--- config.mk ---
export PLATFORM = sky130hd
export DESIGN_NAME = lpp_isqrt
export DESIGN_NICKNAME = d
export VERILOG_FILES = /design/src/hw/rtl/lpp_pkg.sv /design/src/hw/rtl/lpp_isqrt.sv
export SDC_FILE = /design/constraint.sdc
export NUM_CORES = 1
export LEC_CHECK = 0
export BUFFER_PORTS_ARGS = -buffer_cell sky130_fd_sc_hd__buf_2
export CAP_MARGIN = 20
export CORE_UTILIZATION = 60
export CTS_CLUSTER_DIAMETER = 30
export DETAILED_ROUTE_END_ITERATION = 10
export PLACE_DENSITY = 0.77
export SLEW_MARGIN = 30
export SYNTH_ARGS = -nofsm -noshare
export SYNTH_HDL_FRONTEND = slang
export SYNTH_SLANG_ARGS = --single-unit
--- constraint.sdc ---
create_clock -name clk_i -period 6.1 [get_ports clk_i]
set_input_delay 0.305 -clock clk_i [delete_from_list [all_inputs] [get_ports clk_i]]
set_output_delay 0.305 -clock clk_i [all_outputs]
set_load 0.05 [all_outputs]
--- src/hw/rtl/lpp_pkg.sv ---
// Shared types, widths and constants of the lidar point to pixel and polar bin block.
// Used by the channel interfaces, the arithmetic units, the top level and the checker.
`default_nettype none

package lpp_pkg;

  localparam int unsigned IN_W   = 16;
  localparam int unsigned PIX_W  = 10;
  localparam int unsigned ANG_W  = 8;
  localparam int unsigned DIST_W = 16;
  localparam int unsigned SQ_W   = 32;
  localparam int unsigned CFG_W  = 10;

  localparam logic [CFG_W-1:0] IMAGE_SIZE_RST = 10'd1000;
  localparam logic [7:0]       PIX_SCALE      = 8'd250;

  localparam int unsigned CORDIC_STEPS    = 40;
  localparam int unsigned CORDIC_PRESHIFT = 30;
  localparam int unsigned CW              = 48;
  localparam int unsigned ZW              = 49;
  localparam int unsigned RW              = 48;
  localparam int unsigned DEG_BITS        = 8;
  localparam int unsigned CORDIC_LAT      = CORDIC_STEPS + DEG_BITS;
  localparam int unsigned SQRT_STEPS      = DIST_W;
  localparam int unsigned PIPE_DEPTH      = CORDIC_LAT + 2;

  localparam logic [RW-1:0]        DEG_UNIT  = 48'd1000000000000;
  localparam logic signed [ZW-1:0] Z_QUARTER = 49'sd90000000000000;

  localparam logic [ANG_W-1:0] DEG_0   = 8'd0;
  localparam logic [ANG_W-1:0] DEG_45  = 8'd45;
  localparam logic [ANG_W-1:0] DEG_90  = 8'd90;
  localparam logic [ANG_W-1:0] DEG_135 = 8'd135;
  localparam logic [ANG_W-1:0] DEG_180 = 8'd180;

  typedef enum logic [0:0] {
    CFG_IMAGE_WIDTH  = 1'b0,
    CFG_IMAGE_HEIGHT = 1'b1
  } cfg_reg_e;

  typedef struct packed {
    logic             bin_hit;
    logic             use_fixed;
    logic [ANG_W-1:0] fixed_deg;
  } angle_ctl_t;

  // Rotation angle of step i, in units of 1e-12 degree.
  function automatic logic signed [ZW-1:0] atan_step(input int unsigned i);
    logic signed [ZW-1:0] r;
    unique case (i)
      0:  r = 49'sd45000000000000;
      1:  r = 49'sd26565051177078;
      2:  r = 49'sd14036243467926;
      3:  r = 49'sd7125016348902;
      4:  r = 49'sd3576334374997;
      5:  r = 49'sd1789910608246;
      6:  r = 49'sd895173710211;
      7:  r = 49'sd447614170861;
      8:  r = 49'sd223810500369;
      9:  r = 49'sd111905677066;
      10: r = 49'sd55952891894;
      11: r = 49'sd27976452617;
      12: r = 49'sd13988227142;
      13: r = 49'sd6994113675;
      14: r = 49'sd3497056851;
      15: r = 49'sd1748528427;
      16: r = 49'sd874264214;
      17: r = 49'sd437132107;
      18: r = 49'sd218566053;
      19: r = 49'sd109283027;
      20: r = 49'sd54641513;
      21: r = 49'sd27320757;
      22: r = 49'sd13660378;
      23: r = 49'sd6830189;
      24: r = 49'sd3415095;
      25: r = 49'sd1707547;
      26: r = 49'sd853774;
      27: r = 49'sd426887;
      28: r = 49'sd213443;
      29: r = 49'sd106722;
      30: r = 49'sd53361;
      31: r = 49'sd26680;
      32: r = 49'sd13340;
      33: r = 49'sd6670;
      34: r = 49'sd3335;
      35: r = 49'sd1668;
      36: r = 49'sd834;
      37: r = 49'sd417;
      38: r = 49'sd208;
      39: r = 49'sd104;
      default: r = '0;
    endcase
    return r;
  endfunction

endpackage

`default_nettype wire

--- src/hw/rtl/lpp_isqrt.sv ---
// Pipelined integer square root, one result bit per stage, floor rounding.
// Depends on lpp_pkg for the operand and root widths.
`default_nettype none

module lpp_isqrt (
  input  logic                              clk_i,
  input  logic                              en_i,
  input  logic [lpp_pkg::SQ_W-1:0]          n_i,
  output logic [lpp_pkg::DIST_W-1:0]        root_o
);
  import lpp_pkg::*;

  logic [SQ_W-1:0] n_q   [SQRT_STEPS-1];
  logic [SQ_W-1:0] res_q [SQRT_STEPS];

  for (genvar j = 0; j < SQRT_STEPS; j++) begin : g_step
    localparam logic [SQ_W-1:0] BIT = SQ_W'(1) << (SQ_W - 2 - 2 * j);
    logic [SQ_W-1:0] nin, rin, n_d, res_d;
    logic [SQ_W:0]   trial;

    if (j == 0) begin : g_first
      assign nin = n_i;
      assign rin = '0;
    end else begin : g_next
      assign nin = n_q[j-1];
      assign rin = res_q[j-1];
    end

    assign trial = {1'b0, rin} + {1'b0, BIT};

    always_comb begin
      if ({1'b0, nin} >= trial) begin
        n_d   = nin - trial[SQ_W-1:0];
        res_d = (rin >> 1) + BIT;
      end else begin
        n_d   = nin;
        res_d = rin >> 1;
      end
    end

    always_ff @(posedge clk_i) begin
      if (en_i) begin
        res_q[j] <= res_d;
      end
    end

    if (j < SQRT_STEPS - 1) begin : g_rem
      always_ff @(posedge clk_i) begin
        if (en_i) begin
          n_q[j] <= n_d;
        end
      end
    end
  end

  assign root_o = res_q[SQRT_STEPS-1][DIST_W-1:0];

endmodule

`default_nettype wire

==> flow_metrics.tcl <==
set metrics [dict create \
    postLayoutCellArea_um2 34500 \
    worst_pin_slew_ps 1070 \
    antenna_left 0 \
    grt_pass1_vias 19100 \
    antenna_cells 0 \
    whs_ps 92.1 \
    cts_max_level 3 \
    drt_iter0_drc 1707 \
    clock_latency_ps 670 \
    cts_root_buf "clkbuf_16" \
    post_cts_resized 0 \
    clkSlewWorstSetupHoldPaths_ps 50 \
    grt_start_max_net_pins 186 \
    cp.required_ps 6460 \
    die-area_um2 49500 \
    area_growth_syn_to_layout_pct 18.1 \
    cts.sinks 616 \
    reg2reg_depth 10 \
    ys_ff_latch 616 \
    fin_ws_ps 2770 \
    routed_wl_um 63800 \
    syn-num-nets 2452 \
    postPlaceCellArea_um2 30200 \
    nFillCells 3072 \
    cp_data_arrival_time_ps 3690 \
    status "finished clean" \
    fin_crit_ps 3330 \
    hpwl_um 42600 \
    path_delay_family "compound AO/OA/AOI/OAI gates" \
    ir_drop_v 0.000270 \
    io_buffers 49 \
    routed-via-count 18800 \
    cp-end-kind "register" \
    worstPathMaxFanout 16 \
    initial_utilization 0.610 \
    via_per_inst 5.97 \
    cts_tree "done" \
    cts_buffer_depth 3 \
    dp_slack_ps 2860 \
    drc 0 \
    hold_violations 0 \
    finalPower_mw 13.9 \
    cp_num_buf_inv 2 \
    seq_area_um2 18500 \
    slew_viol_final 0 \
    cts_buffers 111 \
    io-pin-count 50 \
    gp_congestion 0.883 \
    clock_skew_ps 38.4 \
    netlist_area_um2 29200 \
    slowest_delay_ps 480 \
    syn-instance-count 2268 \
    layout_common_cells "edfxtp_1 (616), inv_1 (187), ha_1 (150), nor2_1 (146), nand2_1 (137)" \
    multi_input_area_um2 9870 \
    die_h_um 223 \
    holdPathStages 3 \
    mostFrequentLayoutCell "edfxtp_1" \
    core_area_um2 47800 \
    crit_slowest_cell "a2111oi_0" \
    fmax_ghz 0.301 \
    leakage_nw 13.2 \
    rsz0062_at_grt "false" \
    first_pass_iters 6 \
    grt_pass1_wl_um 100000 \
    period_share 0.545 \
    power_density_nw_per_um2 404 \
    synth.distinct_cells 73 \
    cts_hold_buf 31 \
    critPathLaunchType "register" \
    synth_seq_area_share 0.634 \
    yosysWarnings 0 \
    syn_avg_cell_area_um2 12.9 \
    path_class "register to register" \
    synth_ff_type "edfxtp_1" \
    grt_usage 0.260 \
    drive_gt1_frac 0.116 \
    worst_slew_margin_rel 0.287 \
    holdCritPathClass "primary input to register" \
    cap_violations 0 \
    antenna_found_initial 0 \
    async_flop_share 0 \
    rows 80 \
    finalSetupViolCount 0 \
    wire_per_inst_um 20.2 \
    overflow 0 \
    synth-edff-count 616 \
    postCtsSetupBuffers 0 \
    cp.depth 10 \
    tns_ps 0 \
    crit_chain "inv_1 > ha_1 > nand2_1 > nor2_1 > a221oi_1 > o21ai_0 > a31oi_2 > buf_4 > a2111oi_0 > xor2_1" \
    die_w_um 223 \
    final_nets 2624 \
]
==> stage by stage <==
step	util	cells
final	0.720	3151
after global routing	0.720	3151
after CTS	0.720	3151
after detailed placement	0.631	2911
after global placement	0.631	2910
after floorplan	-	2268
==> Yosys cell counts, types with 19 or more instances <==
cell	n	area, um^2
a21oi_1	127	636
clkbuf_1	24	90.1
o21ai_0	108	541
o21a_1	34	255
nand2b_1	30	188
nand2_1	137	514
a21o_1	29	218
o31ai_1	19	143
nor2b_1	22	138
xnor2_1	99	867
nand3_1	34	170
nor2_1	146	548
or3_1	31	194
nor3_1	56	280
nor4_1	75	469
nand4_1	32	200
ha_1	150	1880
inv_1	187	702
edfxtp_1	616	18500
xor2_1	86	753
==> sequential cells by signal, indices dropped and copies added, names as in the netlist <==
name	flops
n_q	480
res_q	136
==> kinds of logic after synthesis <==
kind of cell	count (synthesis)	share of synthesized area
simple gates	655	0.118
flops	616	0.634
compound gates	416	0.0899
buf+inv	222	0.0289
xor+xnor	186	0.0561
fa+ha+maj	150	0.0643
mux	23	0.00862
==> final cells by class <==
class	instances	area share
multi-input combinational	1430	0.287
timing repair buffer	90	0.0198
tap	615	0.0223
inverter	191	0.0208
clock buffer	123	0.0831
clock inverter	86	0.0306
sequential	616	0.537
==> report_power, final <==
part	switching, mW	internal [mW]	leakage, nW
clock network	2.18	4.17	1.88
logic	1.07	0.789	5.43
registers	0.396	5.33	5.90
total	3.64	10.3	13.2
==> worst paths after layout <==
kind	start	to	slack, ps
max	res_q[1][136]	n_q[1][189]	2770
max reg2reg	res_q[1][136]	n_q[1][189]	2770
min reg2reg	n_q[0][66]	n_q[0][98]	440
min	n_i[30]	n_q[0][30]	90
==> metal layers <==
| metal | GRT usage | share of wire | vias up |
|---|---|---|---|
| li1 | - | - | 8888 |
| met1 | 0.305 | 0.39 | 9143 |
| met2 | 0.475 | 0.53 | 652 |
| met3 | 0.0468 | 0.049 | 129 |
| met4 | 0.0925 | 0.029 | 0 |
| met5 | 0 | 0 | - |
==> worst reg2reg max path: cells and delay by family, from the launching register on <==
kind	cells	cell delay, ps
XOR/XNOR	1	110
adder cells (fa/ha/maj)	1	350
AO/OA/AOI/OAI	4	1400
flip-flops	1	430
buffers and inverters	2	310
AND/OR/NAND/NOR	2	440
(Power assumes the default switching activity.)
